### src/rtl/hvd_pkg.sv
// Shared types, constants and arithmetic helpers for the haversine distance block.
package hvd_pkg;

  // Default number of CORDIC stages in each rotator and in the vectoring chain.
  localparam int CORDIC_STAGES_DEF = 24;

  // Width of the CORDIC datapath (x, y and angle) and of the square-root datapath.
  localparam int CW = 34;
  localparam int RW = 62;

  // Number of digit steps in each square root (one result bit per step).
  localparam int ROOT_STEPS = 31;

  typedef logic signed [30:0] lat_t;
  typedef logic signed [31:0] lon_t;
  typedef logic        [30:0] dist_t;
  typedef logic        [31:0] angle_t;
  typedef logic signed [CW-1:0] cval_t;
  typedef logic        [RW-1:0] rval_t;

  // Fractional part of the degree to binary-angle factor (the integer part is one).
  localparam logic signed [31:0] DEG_FRAC = 32'sd829128280;
  // Fractional part of the binary-angle to centimetre factor (the integer part is one).
  localparam logic [31:0] CM_FRAC = 32'd3711067422;

  localparam cval_t QUARTER_TURN = 34'sd1073741824;
  localparam cval_t HALF_TURN    = 34'sd2147483648;
  localparam cval_t CORDIC_START = 34'sd652032874;
  localparam logic [31:0] HALF_CIRC_CM = 32'd2001508680;

  // Arctangent of 2^-i in binary-angle units (2^32 per turn).
  localparam logic [29:0] ATAN [32] = '{
    30'h20000000, 30'h12E4051E, 30'h09FB385B, 30'h051111D4, 30'h028B0D43, 30'h0145D7E1,
    30'h00A2F61E, 30'h00517C55, 30'h0028BE53, 30'h00145F2F, 30'h000A2F98, 30'h000517CC,
    30'h00028BE6, 30'h000145F3, 30'h0000A2FA, 30'h0000517D, 30'h000028BE, 30'h0000145F,
    30'h00000A30, 30'h00000518, 30'h0000028C, 30'h00000146, 30'h000000A3, 30'h00000051,
    30'h00000029, 30'h00000014, 30'h0000000A, 30'h00000005, 30'h00000003, 30'h00000001,
    30'h00000001, 30'h00000000
  };

  // Q2.30 product, rounded half up by a floor shift.
  function automatic cval_t mulq(input logic signed [31:0] a, input logic signed [31:0] b);
    logic signed [63:0] p;
    p = a * b;
    p = p + 64'sd536870912;
    return CW'(p >>> 30);
  endfunction

endpackage

### src/rtl/hvd_root_cell.sv
// One digit step of a restoring integer square root.
module hvd_root_cell #(
  parameter int STEP = 0
) (
  input  logic          clk,
  input  logic          adv,
  input  hvd_pkg::rval_t rem_in,
  input  hvd_pkg::rval_t res_in,
  output hvd_pkg::rval_t rem,
  output hvd_pkg::rval_t res
);
  import hvd_pkg::*;

  localparam rval_t BITV = rval_t'(1) << (2 * (ROOT_STEPS - 1) - 2 * STEP);

  rval_t trial, rem_next, res_next;

  // Subtract the trial value where it fits and set the result bit.
  always_comb begin
    trial = res_in + BITV;
    if (rem_in >= trial) begin
      rem_next = rem_in - trial;
      res_next = (res_in >> 1) + BITV;
    end else begin
      rem_next = rem_in;
      res_next = res_in >> 1;
    end
  end

  // Stage register.
  always_ff @(posedge clk) begin
    if (adv) begin
      rem <= rem_next;
      res <= res_next;
    end
  end
endmodule

### config.mk
export PLATFORM = sky130hd
export DESIGN_NAME = hvd_root_cell
export DESIGN_NICKNAME = d
export VERILOG_FILES = /design/src/rtl/hvd_pkg.sv /design/src/rtl/hvd_root_cell.sv
export SDC_FILE = /design/constraint.sdc
export NUM_CORES = 1
export LEC_CHECK = 0
export BUFFER_PORTS_ARGS = -buffer_cell sky130_fd_sc_hd__buf_2
export CAP_MARGIN = 20
export CORE_ASPECT_RATIO = 0.6
export CORE_MARGIN = 1
export CORE_UTILIZATION = 35
export DETAILED_ROUTE_END_ITERATION = 10
export GPL_TIMING_DRIVEN = 0
export PLACE_DENSITY = 0.58
export SYNTH_ARGS = -nofsm -noshare
export SYNTH_HDL_FRONTEND = slang
export SYNTH_SLANG_ARGS = --single-unit
### constraint.sdc
create_clock -name clk -period 4.8 [get_ports clk]
set_input_delay 0.48 -clock clk [delete_from_list [all_inputs] [get_ports clk]]
set_output_delay 0.48 -clock clk [all_outputs]
set_load 0.1 [all_outputs]
== After elaboration in Yosys (flattened, before gate mapping) ==
Cells that the tools add are included.
W data, S select, Z words.
Storage, ports and cells
  bits in writable memories: 0
  output and inout port bits: 124
  bits in latches: 0
  memories kept: 0
  register bits: 124
  word-level logic and storage cells: 9
  memory bits (read-only): 0
Operators by class
  divide/modulo/power cells: 0
  add/subtract/negate cells: 3
  $lt $le $gt $ge: 1
  reductions and logical operators: 0
  mux-type cells: 2
  multipliers: 0
  eq/ne operators: 0
  shifts and indexed selects: 0
  bitwise logic cells: 0
Operators by type and width (count)
  $add A61 B61 Y62 const B: 1
  $add A62 B61 Y62 const B: 1
  $ge A62 B62 Y1: 1
  $mux W62: 1
  $sub A62 B62 Y62: 1
  $mux W61: 1

== Logic depth before layout (Yosys ltp) ==
  depth after elaboration: 3
  mapped depth: 15
  mapped depth without buffers: 14

== Worst setup path before layout ==
Ideal clock, no wire load.
  path kind: input to register
  from: input port rem_in[0]
  to: register rem[13] (data pin)
  data arrival time: 3106 ps
  stages: 14
  setup time: 260 ps
  setup slack: 1433 ps
  cells stage by stage: inv_1 -> ha_1 -> inv_1 -> fa_1 -> a211oi_2 -> o21ai_2 -> o2111ai_2 -> a211oi_1 -> or3b_4 -> and2_4 -> a31oi_4 -> nand2_2 -> buf_6 -> mux2_4
Between the ends
  cells in the longest elaborated chain, start to end: 2
  elaborated cells between the ends (all ways): 3
  those cells by class: 1 x add/sub; 1 x order compare; 1 x mux
Ends and longest elaborated chain
  start, declared: line hvd_root_cell.sv:7  | input hvd_pkg::rval_t rem_in,
  $sub A62 B62 Y62 or $ge A62 B62 Y1 (tied branches): line hvd_root_cell.sv:22, hvd_root_cell.sv:21
  $mux W62 *: line hvd_root_cell.sv:21  | if (rem_in >= trial) begin
  via rem_next[13]: line hvd_root_cell.sv:16  | rval_t trial, rem_next, res_next;
  end signal, assigned: line hvd_root_cell.sv:33  | rem <= rem_next;
  end, declared: line hvd_root_cell.sv:9  | output hvd_pkg::rval_t rem,
The timed path passes the listed nets; every way through them passes the cells marked *.
A chain may end at the register's enable or synchronous reset.

== Worst setup path after layout ==
  from: input port res_in[10]
  to: register rem[61] (data pin)
Between the ends
  cells in the longest elaborated chain, start to end: 3
  elaborated cells between the ends (all ways): 4
  those cells by class: 2 x add/sub; 1 x order compare; 1 x mux
Ends and longest elaborated chain
  start, declared: line hvd_root_cell.sv:8  | input hvd_pkg::rval_t res_in,
  $add A62 B61 Y62 *: line hvd_root_cell.sv:20  | trial = res_in + BITV;
  $sub A62 B62 Y62 or $ge A62 B62 Y1 (tied branches): line hvd_root_cell.sv:22, hvd_root_cell.sv:21
  $mux W62 *: line hvd_root_cell.sv:21
  via rem_next[61]: line hvd_root_cell.sv:16
Marked as above.

==> summary.md <==
| Metric | Value |
|---|---|
| Arr. time, crit path | `4090 ps` |
| CP Launch Type | `input port` |
| DP HPWL | `21120 µm` |
| Clock Power Share | `28.1%` |
| Sequential share of power | `30.0%` |
| Max frequency | `256.1 MHz` |
| Starting Density | `36.30%` |
| Post-synthesis cell count | `877` |
| Largest net degree at the start of global routing | `69` |
| Clock transition at path regs | `60 ps` |
| Synthesis-to-finish area growth | `26.55%` |
| Worst-path cell chain | `buf_2 > inv_1 > ha_1 > clkbuf_1 > nand2_1 > nor3_1 > a21bo_2 > a31oi_1 > o21ai_1 > o31ai_2 > a41oi_2 > o21a_1 > xnor2_1 > mux2_4` |
| Sw Ratio | `43.60%` |
| Tot Pwr | `4618 µW` |
| IO buf count | `249` |
| Total global-route track usage | `21.32%` |
| Top cell type's share of synthesized area | `43.73%` |
| Cell Area, Placed | `0.01019 mm²` |
| Critical path's top delay family | `compound AO/OA/AOI/OAI gates` |
| Max-slew headroom | `48.30%` |
| Final Hold Vio Count | `0` |
| Cell-internal power | `2604 µW` |
| Final period util | `81.36%` |
| Asr flop ratio synth | `0%` |
| Synth cell types | `66` |
| I/O pins | `250` |
| Design area | `0.01078 mm²` |
| Nets | `1335` |
| CP endpoint | `rem[61]$_DFFE_PP_` |
| GR Overflow Total | `0` |
| Max Slew Vio Count | `0` |
| Vias/cell | `5.128` |
| Share of layout cells above drive strength 1 | `28.32%` |
| Rows | `43` |
| Post-Syn Area | `0.008514 mm²` |
| Die width | `203.4 µm` |
| Cell Pwr Density | `428.5 mW/mm²` |
| TritonRoute pass-1 iters | `5` |
| Vias | `7564` |
| Synthesized area per cell | `9.709 µm²` |
| Die ar. | `0.02498 mm²` |
| Setup Fix Bufs, Post-CTS | `0` |
| WP data required | `4980 ps` |
| CTS root buf | `clkbuf_16` |
| Top post-synthesis cells by area | `edfxtp_1 (44%), ha_1 (9.1%), a21oi_1 (7.5%), nor2_1 (3.8%), xnor2_1 (3.7%)` |
| CTS tree | `yes` |
| Total Routed Length | `26440 µm` |
| Number of global-route vias before repair | `7070` |
| Most frequent cell after synthesis | `a21oi_1` |
| Worst path slowest cell | `o31ai_2` |
| Maxcap violations | `0` |
| Clock sinks | `124` |
| Cts hold-fix bufs | `0` |
| Slowest stage delay, CP | `530 ps` |
| Area leader, netlist | `edfxtp_1` |
| Leak | `0.004789 µW` |
| Crit end category | `register` |
| Post-synth EDFFs | `124` |
| Seq cells post-synth | `124` |
| DRT antenna net count | `0` |
| Stages on the worst setup path | `14` |
| Primary FF master, synth | `edfxtp_1` |
| Die height | `122.8 µm` |
| First-pass GRT wire length | `40200 µm` |
| Mapped Nets | `1066` |
| Gate power share | `41.8%` |
| Tmin final | `3905 ps` |
| Max Root-Sink Buffers | `2` |
| GPL Wtd Cong | `0.8947` |
| Critical Path Source | `res_in[10]` |
| Register area share after synthesis | `43.73%` |
| Critical-path maximum fanout | `7` |
| Commonest cells in the synthesized netlist | `a21oi_1 (127), edfxtp_1 (124), nor2_1 (86), inv_1 (77), nand2_1 (70)` |
| Setup TNS | `0 ps` |
| Initial antenna violation count | `2` |
| TritonCTS buffer count | `17` |
| Actual slew at the worst max-slew pin | `769.1 ps` |
| P_sw | `2013 µW` |
| Synth Warn # | `0` |
| Core Region | `0.02346 mm²` |
| VDD IR max | `0.2562 mV` |
| DRC | `0` |
| Status | `finished, final reports clean` |
| Unrepaired setup endpoints after global routing | `false` |
| Finished Core Util | `45.94%` |
| Setup CP Type | `input port to register` |
| Type of the most critical hold path | `input port to register` |
| CTS resizes | `0` |
| Final-report setup violation count | `0` |
| Iter 0 DRT Violations | `620` |
| Crit path buffers/inverters | `3` |
| DR WL/cell | `17.92 µm` |
| Level count of the clock H-tree | `4` |
through the flow:
stage	hold slack [ps]	cells	setup slack [ps]
after detailed placement	674.3	1442	509.6
after global placement	671.7	1441	529.7
after global routing	215.1	1475	698.7
after floorplan	578.9	877	1433
final	235.4	1475	894.6
after CTS	209.6	1473	948.8
registers in the layout, summed over array words and instances (netlist names):
register,flops
rem,62
res,62
power groups by stage:
stage | sequential, µW | clock (µW) | combinational (µW)
detailed placement | 1410 | 0 | 1920
global placement | 1410 | 0 | 1920
floorplan | 2330 | 0 | 607
global route | 1400 | 1370 | 2040
CTS | 1390 | 1330 | 1930
finish | 1390 | 1300 | 1930
cells in the final DEF, fill, tap and decap left out, types with 21 or more instances in the layout:
| master | count |
|---|---|
| o21ai_0 | 29 |
| xor2_1 | 21 |
| ha_1 | 62 |
| inv_1 | 77 |
| xnor2_1 | 36 |
| a21o_1 | 24 |
| edfxtp_1 | 124 |
| buf_2 | 256 |
| nand2_1 | 70 |
| nor2_1 | 86 |
| a21oi_1 | 127 |
worst min-delay path by stage:
| stage | from | end | slack [ps] | depth (start not counted) |
|---|---|---|---|---|
| 4_1_cts | res_in[12] | res[11]$_DFFE_PP_ | 210 | 1 |
| 2_1_floorplan | res_in[1] | res[0]$_DFFE_PP_ | 580 | 0 |
| 5_1_grt | res_in[12] | res[11]$_DFFE_PP_ | 220 | 1 |
| 3_3_place_gp | res_in[27] | res[26]$_DFFE_PP_ | 670 | 1 |
| 6_report | res_in[12] | res[11]$_DFFE_PP_ | 240 | 1 |
| 3_5_place_dp | res_in[39] | res[38]$_DFFE_PP_ | 670 | 1 |
cell type report:
class,instances,area [µm²]
Antenna cell,2,5.005
Inverter,77,289.0
Clock inverter,12,148.9
Timing Repair Buffer,250,1280
Tap cell,315,394.1
Fill cell,2373,12680
Clock buffer,19,432.9
Sequential cell,124,3724
Buffer,28,163.9
Multi-Input combinational cell,648,4338
cells by family after synthesis:
logic type / count (synthesis) / share of synthesized area (%)
buffers and inverters: 105 / 5.320
AND/OR/NAND/NOR: 242 / 13.02
AO/OA/AOI/OAI: 268 / 19.60
adder cells (fa/ha/maj): 63 / 9.346
multiplexers: 18 / 3.115
flip-flops: 124 / 43.73
XOR/XNOR: 57 / 5.863
metal layers:
| layer | share of wire [%] | vias up | track usage [%] | routed length [µm] |
|---|---|---|---|---|
| li1 | - | 3739 | - | - |
| met1 | 55 | 3569 | 33.65 | 14440 |
| met2 | 38 | 235 | 27.60 | 9987 |
| met3 | 6.2 | 21 | 4.833 | 1626 |
| met4 | 1.4 | 0 | 7.002 | 382 |
| met5 | 0 | - | 0 | 0 |
No activity file was read; power rests on OpenSTA's default activity.
