### src/rtl/hvd_pkg.sv
// Shared types, constants and arithmetic helpers for the haversine distance block.
package hvd_pkg;

  // Default number of CORDIC stages in each rotator and in the vectoring chain.
  localparam int CORDIC_STAGES_DEF = 24;

  // Width of the CORDIC datapath (x, y and angle) and of the square-root datapath.
  localparam int CW = 34;
  localparam int RW = 62;

  // Number of digit steps in each square root (one result bit per step).
  localparam int ROOT_STEPS = 31;

  typedef logic signed [30:0] lat_t;
  typedef logic signed [31:0] lon_t;
  typedef logic        [30:0] dist_t;
  typedef logic        [31:0] angle_t;
  typedef logic signed [CW-1:0] cval_t;
  typedef logic        [RW-1:0] rval_t;

  // Fractional part of the degree to binary-angle factor (the integer part is one).
  localparam logic signed [31:0] DEG_FRAC = 32'sd829128280;
  // Fractional part of the binary-angle to centimetre factor (the integer part is one).
  localparam logic [31:0] CM_FRAC = 32'd3711067422;

  localparam cval_t QUARTER_TURN = 34'sd1073741824;
  localparam cval_t HALF_TURN    = 34'sd2147483648;
  localparam cval_t CORDIC_START = 34'sd652032874;
  localparam logic [31:0] HALF_CIRC_CM = 32'd2001508680;

  // Arctangent of 2^-i in binary-angle units (2^32 per turn).
  localparam logic [29:0] ATAN [32] = '{
    30'h20000000, 30'h12E4051E, 30'h09FB385B, 30'h051111D4, 30'h028B0D43, 30'h0145D7E1,
    30'h00A2F61E, 30'h00517C55, 30'h0028BE53, 30'h00145F2F, 30'h000A2F98, 30'h000517CC,
    30'h00028BE6, 30'h000145F3, 30'h0000A2FA, 30'h0000517D, 30'h000028BE, 30'h0000145F,
    30'h00000A30, 30'h00000518, 30'h0000028C, 30'h00000146, 30'h000000A3, 30'h00000051,
    30'h00000029, 30'h00000014, 30'h0000000A, 30'h00000005, 30'h00000003, 30'h00000001,
    30'h00000001, 30'h00000000
  };

  // Q2.30 product, rounded half up by a floor shift.
  function automatic cval_t mulq(input logic signed [31:0] a, input logic signed [31:0] b);
    logic signed [63:0] p;
    p = a * b;
    p = p + 64'sd536870912;
    return CW'(p >>> 30);
  endfunction

endpackage

### src/rtl/hvd_cordic_cell.sv
// One CORDIC micro-rotation stage, in rotation or vectoring mode.
module hvd_cordic_cell #(
  parameter int STAGE  = 0,
  parameter bit VECTOR = 1'b0
) (
  input  logic          clk,
  input  logic          adv,
  input  hvd_pkg::cval_t x_in,
  input  hvd_pkg::cval_t y_in,
  input  hvd_pkg::cval_t t_in,
  output hvd_pkg::cval_t x,
  output hvd_pkg::cval_t y,
  output hvd_pkg::cval_t t
);
  import hvd_pkg::*;

  localparam cval_t ANG = $signed({{(CW-30){1'b0}}, ATAN[STAGE]});

  cval_t dx, dy, x_next, y_next, t_next;
  logic  pos;

  // Direction from the residual angle, or from the sign of y when vectoring.
  always_comb begin
    dx = y_in >>> STAGE;
    dy = x_in >>> STAGE;
    if (VECTOR) begin
      pos = !y_in[CW-1];
      if (pos) begin
        x_next = x_in + dx;
        y_next = y_in - dy;
        t_next = t_in + ANG;
      end else begin
        x_next = x_in - dx;
        y_next = y_in + dy;
        t_next = t_in - ANG;
      end
    end else begin
      pos = !t_in[CW-1];
      if (pos) begin
        x_next = x_in - dx;
        y_next = y_in + dy;
        t_next = t_in - ANG;
      end else begin
        x_next = x_in + dx;
        y_next = y_in - dy;
        t_next = t_in + ANG;
      end
    end
  end

  // Stage register.
  always_ff @(posedge clk) begin
    if (adv) begin
      x <= x_next;
      y <= y_next;
      t <= t_next;
    end
  end
endmodule

### config.mk
export PLATFORM = sky130hd
export DESIGN_NAME = hvd_cordic_cell
export DESIGN_NICKNAME = d
export VERILOG_FILES = /design/src/rtl/hvd_pkg.sv /design/src/rtl/hvd_cordic_cell.sv
export SDC_FILE = /design/constraint.sdc
export NUM_CORES = 1
export LEC_CHECK = 0
export BUFFER_PORTS_ARGS = -buffer_cell sky130_fd_sc_hd__buf_2
export CAP_MARGIN = 20
export CORE_MARGIN = 4
export CORE_UTILIZATION = 37
export CTS_CLUSTER_DIAMETER = 100
export DETAILED_ROUTE_END_ITERATION = 10
export SYNTH_ARGS = -nofsm -noshare
export SYNTH_HDL_FRONTEND = slang
export SYNTH_SLANG_ARGS = --single-unit
### constraint.sdc
create_clock -name clk -period 7.55 [get_ports clk]
set_input_delay 0.755 -clock clk [delete_from_list [all_inputs] [get_ports clk]]
set_output_delay 0.755 -clock clk [all_outputs]
set_load 0.1 [all_outputs]
Word level (Yosys, flattened, before mapping)
Index checks and enable logic that the tools add are counted.

cells by class
  $add $sub $neg = 5
  multiply operators = 0
  divide/modulo/power cells = 0
  $lt $le $gt $ge = 0
  equal/unequal tests = 0
  shift operators = 0
  mux-type cells = 3
  bitwise gates (word level) = 0
  reduce and logical (&&, ||, !) cells = 0

operator list
  kind                                                  count
  2-to-1 mux 34 bit                                     3
  subtractor 34 bit                                     2
  adder 34 x 31 -> 34 bit (second input constant)       1
  adder 34 bit                                          1
  subtractor 34 x 31 -> 34 bit (second input constant)  1

word-level totals
  register bits = 102
  bits in latches = 0
  RAM bits = 0
  bits in read-only memories = 0
  input bits = 104
  output and inout bits = 102
  memories kept = 0

Longest topological paths before layout
Gate-level depths: netlist (run 1).

  depth after elaboration = 2
  gate-level depth with buffers = 12

Worst setup path before layout (run 1)
OpenSTA, ideal clock, no wires.

  path type = input port to flip-flop
  start point = input port x_in[15]
  end point = register x[30], data pin
  arrival = 2.825 ns
  path slack = 4.456 ns
  cell stages on the path = 11
  path buffers = 0
  cells stage by stage = inv_1 ha_1 or3_4 nor4_4 o2111ai_2 nand3_2 o211ai_4 o311ai_4 a311oi_2 a2bb2oi_2 xor2_1

between the ends
  cells in the longest elaborated chain, start to end = 2

ends and longest elaborated chain
  item                                               line                                          source
  from (decl)                                        hvd_cordic_cell.sv:8                          input hvd_pkg::cval_t x_in,
  subtractor 34 bit or adder 34 bit (tied branches)  hvd_cordic_cell.sv:40, hvd_cordic_cell.sv:44
  2-to-1 mux 34 bit *                                hvd_cordic_cell.sv:39                         if (pos) begin
  named net x_next[30]                               hvd_cordic_cell.sv:19                         cval_t dx, dy, x_next, y_next, t_next;
  to (signal assigned)                               hvd_cordic_cell.sv:54                         x <= x_next;
  to (decl)                                          hvd_cordic_cell.sv:11                         output hvd_pkg::cval_t x,

The timed path passes the listed nets; every way through them passes the cells marked *.
A chain may end at the register's enable or synchronous reset.

Worst setup path after layout (run 1)
  start point = input port x_in[12]
  end point = register x[30], data pin

The elaborated chain is that of the path after synthesis.

==> impl_metrics.ini, run 1 <==
[critical_path]
setup.worst_path.start_class = primary input
cp_max_fo = 16
crit_arrival_ps = 3750
end_kind = flip-flop
cp.required_ps = 7650
critPathKind = in2reg

[synthesis]
synth_top_flop_cell = edfxtp_1
synth_xor_area_frac = 0.0665
syn_area_mm2 = 0.00895
yosysWarnings = 0
ys_seq_area_frac = 0.339
synth.mux.area_fraction = 0.0112
synth-edff-count = 101
postSynthCellCount = 1002
async_flop_share = 0
yosysUniqueCellTypes = 80
synth-compound-area-share = 0.230
syn_avg_cell_area_um2 = 8.93
syn_nets = 1213
synthSimpleGateAreaFrac = 0.132
ys_ff_latch = 101
synth_top_family_by_area = compound AO/OA/AOI/OAI gates
synthAdderAreaFrac = 0.153

[place]
port_buffers = 205
gp_congestion = 0.923
hpwlAfterDp_um = 21000
place_ws_ps = 3600

[sta]
fmax_mhz = 274
slew-limit-headroom = 0.334
final.setup.tns_ps = 0
min_period_ps = 3650
timing.final.crit_share = 0.483
timing.final.ws_setup_ps = 3900
hold_slack_ps = 564
slew_violations = 0
final-setup-viol-count = 0
rsz0062_at_grt = false
worst_pin_slew_ps = 999
hold_violations = 0

[clock_tree]
clk_path_buf_depth = 2
cts_buffers = 9
htree_num_levels = 3
cts-root-buf = clkbuf_16
clkSinkCount = 101
cts_tree = built
cts_resized = 0
cts_setup_buffers = 0
hold_buffers = 0
path_clk_slew_ps = 80

[power_and_ir_drop]
power_frac_clock = 0.190
switching_share = 0.499
seq_power_share = 0.309
powerDensity_mw_per_mm2 = 231
power_leakage_nw = 4.63
ir_drop_uv = 141
netSwitchingPower_mw = 1.21
comb_power_share = 0.501
power.internal_mw = 1.21

[grt]
grt_pass1_wl_um = 41000
track_usage = 0.192
grt_start_max_net_pins = 85
first_global_vias = 7681
grt_overflow_total = 0
antenna_found_initial = 0

[finish]
multiInputGateArea_mm2 = 0.00531
fill_cells = 2371
nets = 1389
final_cell_mix = 204 x buf_2, 117 x a21oi_1, 108 x inv_1, 103 x ha_1, 101 x edfxtp_1
syn_to_final_growth_pct = 17.2
antennaDiodeCount = 0
layout_commonest_cell = buf_2
drive_above_1_share = 0.209
register_area_mm2 = 0.00303

[floorplanning]
die_w_um = 164
dieHeight_um = 164
ioPinCount = 206
rows = 56
core_mm2 = 0.0236
design.die.area_mm2 = 0.0267
start_util = 0.379

[detailed_routing]
dr.first_iter.drc_count = 784
drtAntennaViolNets = 0
routed_wl_um = 26600
drtPass1Iterations = 6
drcViolationCount = 0
avgViaCountPerCell = 5.33
avgRoutedWirePerCell_um = 17.7
vias = 8002

[status]
outcome = finished clean

[worst_hold_path]
hold_path_class = in2reg

[flow_run]
drv_cap = 0
## per-layer routing
layer  track usage  vias up  part of all wire  wire length, um
met1         0.271     3671              0.45            12000
li1              -     3921                 -                -
met3        0.0315       33             0.081             2160
met2         0.303      377              0.45            11800
met5             0        -                 0                0
met4        0.0599        0             0.021              554
## power groups by stage
stage                     combinational, mW  sequential [mW]  clock, mW
after global placement                 1.21            0.763          0
after CTS                              1.21            0.750      0.478
after floorplan                       0.394             1.33          0
after detailed placement               1.21            0.762          0
final                                  1.22            0.749      0.461
after global routing                   1.28            0.756      0.495
## per-stage QoR
step / cell area [um^2] / utilization / total power, mW / instances
after floorplan: 8950 / - / 1.73 / 1002
after global placement: 10200 / 0.432 / 1.97 / 1486
after detailed placement: 10200 / 0.432 / 1.97 / 1486
after CTS: 10500 / 0.444 / 2.44 / 1501
after global routing: 10500 / 0.444 / 2.53 / 1501
final: 10500 / 0.444 / 2.43 / 1501
## cell type report
cell class,count,share of cell area
timing repair buffer,208,0.100
tap,319,0.0380
clock buffer,9,0.0215
inverter,112,0.0401
sequential,101,0.289
clock inverter,6,0.00513
multi-input combinational,746,0.506
## logic make-up (layout without fill, tap and decap cells)
| family | count (synthesis) | after routing |
|---|---|---|
| simple gates | 240 | 240 |
| flops | 101 | 101 |
| compound gates | 321 | 321 |
| buf+inv | 155 | 335 |
| mux | 10 | 10 |
| xor+xnor | 68 | 68 |
| fa+ha+maj | 107 | 107 |
## worst paths after layout
| check | startpoint | to | slack (ps) | cells after the start |
|---|---|---|---|---|
| max | x_in[12] | x[30]$_DFFE_PP_ | 3900 | 11 |
| min | t_in[0] | t[0]$_DFFE_PP_ | 560 | 1 |
## synthesized netlist by cell type, drive strengths merged (4+ instances only)
| master | instances | area (um^2) |
|---|---|---|
| nand3 | 26 | 135 |
| clkbuf | 25 | 95.1 |
| a21oi | 117 | 586 |
| nand2b | 16 | 100 |
| a31oi | 9 | 56.3 |
| o21bai | 13 | 97.6 |
| o21a | 8 | 60.1 |
| a221oi | 5 | 50.0 |
| nor2 | 79 | 297 |
| and2 | 4 | 25.0 |
| or3 | 7 | 53.8 |
| nor2b | 12 | 75.1 |
| nor4 | 8 | 65.1 |
| nor3 | 19 | 95.1 |
| and3 | 6 | 38.8 |
| a21o | 18 | 136 |
| a211oi | 11 | 95.1 |
| a2111oi | 4 | 41.3 |
| nand2 | 44 | 165 |
| buf | 18 | 96.3 |
| mux2i | 10 | 100 |
| edfxtp | 101 | 3030 |
| o21ai | 78 | 390 |
| xnor2 | 59 | 517 |
| o31ai | 11 | 87.6 |
| ha | 103 | 1290 |
| inv | 109 | 409 |
| fa | 4 | 80.1 |
| nand4 | 10 | 62.6 |
| xor2 | 9 | 78.8 |
| o211ai | 8 | 73.8 |
## flip-flops by register name, indices dropped and copies added, names as in the netlist
register  flops
t            34
x            34
y            33
## worst max-delay path: stages
cell	delay, ps
buf_2	100
inv_1	40
ha_1	630
nand4_1	180
nor3_1	480
a21bo_2	330
a21boi_0	170
o41ai_1	620
nand2_1	160
a2bb2oi_2	180
xor2_1	80
(Power assumes the default switching activity.)
==> run 2, diff against run 1 <==
==> constraint.sdc (replaced) <==
create_clock -name clk -period 3.57 [get_ports clk]
set_input_delay 0.357 -clock clk [delete_from_list [all_inputs] [get_ports clk]]
set_output_delay 0.357 -clock clk [all_outputs]
set_load 0.1 [all_outputs]
==> run 2 against run 1 <==
Compared with the run above:
- first-iteration DRC count shrank 11%
- via count grew 1.0%
- sequential share of layout area shrank 0.48 points
- routed wire length grew 2.1%
- worst setup slack lost 3400 ps
- clock-buffer cell count is the same
- sequential power grew 110%
- global-route usage grew 0.56 points
- final cell count grew 1.4%
- final area grew 1.7%
- clock power grew 120%
- flip-flop and latch count is the same
- largest cell class unchanged
==> impl_metrics.ini, run 2 (synthesis gave the netlist of run 1 again) <==
[status]
outcome = finished clean

[detailed_routing]
avgRoutedWirePerCell_um = 17.8
drtAntennaViolNets = 0
drcViolationCount = 0
dr.first_iter.drc_count = 699
avgViaCountPerCell = 5.31
routed_wl_um = 27100
vias = 8085
drtPass1Iterations = 6

[floorplanning]
start_util = 0.379
core_mm2 = 0.0236
die_w_um = 164
ioPinCount = 206
design.die.area_mm2 = 0.0267
rows = 56
dieHeight_um = 164

[sta]
fmax_mhz = 323
slew-limit-headroom = 0.487
hold_slack_ps = 162
min_period_ps = 3100
hold_violations = 0
timing.final.crit_share = 0.867
final-setup-viol-count = 0
slew_violations = 0
worst_pin_slew_ps = 769
final.setup.tns_ps = 0
timing.final.ws_setup_ps = 473
rsz0062_at_grt = false

[critical_path]
crit_chain = buf_2 -> inv_1 -> ha_1 -> nand2_1 -> nor3_1 -> nand3_1 -> o211a_1 -> and2_1 -> o21ai_1 -> a221o_1 -> o221ai_2 -> xnor2_1
cp.required_ps = 3680
cp_slowest_stage_delay_ps = 550
end_kind = flip-flop
critPathKind = in2reg
setup.worst_path.start_class = primary input
crit_arrival_ps = 3210
cp_max_fo = 12
slowest_stage = nor3_1

[finish]
nets = 1409
top_regs = t: 34 flops, x: 34 flops, y: 33 flops
instances_no_fill = 1522
final_cell_mix = 204 x buf_2, 117 x a21oi_1, 108 x inv_1, 103 x ha_1, 101 x edfxtp_1
register_area_mm2 = 0.00303
fill_cells = 2307
drive_above_1_share = 0.223
syn_to_final_growth_pct = 19.1
layout_commonest_cell = buf_2
antennaDiodeCount = 0
multiInputGateArea_mm2 = 0.00531

[clock_tree]
hold_buffers = 0
cts_setup_buffers = 0
clkSinkCount = 101
path_clk_slew_ps = 80
cts_tree = built
htree_num_levels = 3
clk_path_buf_depth = 2
cts_buffers = 9
cts-root-buf = clkbuf_16
cts_resized = 0

[grt]
first_global_vias = 7941
grt_overflow_total = 0
track_usage = 0.198
grt_start_max_net_pins = 53
antenna_found_initial = 0
grt_pass1_wl_um = 42200

[power_and_ir_drop]
power_leakage_nw = 4.74
ir_drop_uv = 249
powerDensity_mw_per_mm2 = 489

[place]
hpwlAfterDp_um = 21500
gp_congestion = 0.927
place_inst = 1506
place_ws_ps = 127
port_buffers = 205

[worst_hold_path]
hold_path_class = in2reg

[flow_run]
drv_cap = 0
-- run 2: changes by cell type in the layout (fill, tap and decap cells not counted) --
cell / before / now
buf_12: 0 / 1
buf_4: 4 / 23
clkinvlp_4: 1 / 0
clkinv_8: 0 / 1
clkinv_2: 0 / 1
-- run 2: critical path: cells and delay by family --
| family | cells | cell delay (ps) |
|---|---|---|
| AOI/OAI and AO/OA | 4 | 920 |
| xor gates and xnor gates | 1 | 140 |
| adders and majority gates | 1 | 540 |
| buffers and inverters | 2 | 150 |
| and+or+nand+nor | 4 | 1100 |
-- run 2: layout make-up --
class | count | share of cell area
Sequential cell | 101 | 0.284
Timing Repair Buffer | 228 | 0.114
Inverter | 112 | 0.0394
Tap cell | 319 | 0.0374
Clock buffer | 9 | 0.0211
Clock inverter | 7 | 0.00633
Multi-Input combinational cell | 746 | 0.498
-- run 2: final timing paths --
check,startpoint,to,cells after the start
max,x_in[10],y[30]$_DFFE_PP_,12
min,t_in[0],t[0]$_DFFE_PP_,1
-- run 2: where the power goes --
part / internal, mW / switching, mW
clock: 0.494 / 0.532
combinational: 0.579 / 2.03
sequential: 1.53 / 0.0516
-- run 2: through the flow --
step | total power [mW] | utilization | area, um^2
final | 5.21 | 0.452 | 10700
after global routing | 5.45 | 0.452 | 10700
after CTS | 5.24 | 0.452 | 10700
after detailed placement | 4.20 | 0.439 | 10400
after global placement | 4.20 | 0.439 | 10400
after floorplan | 3.65 | - | 8950
-- run 2: routing by layer --
metal | part of all wire | routed length [um] | vias up | track usage
li1 | - | - | 3967 | -
met1 | 0.46 | 12500 | 3728 | 0.278
met2 | 0.44 | 12100 | 357 | 0.315
met3 | 0.073 | 1990 | 33 | 0.0308
met4 | 0.021 | 565 | 0 | 0.0606
met5 | 0 | 0 | - | 0
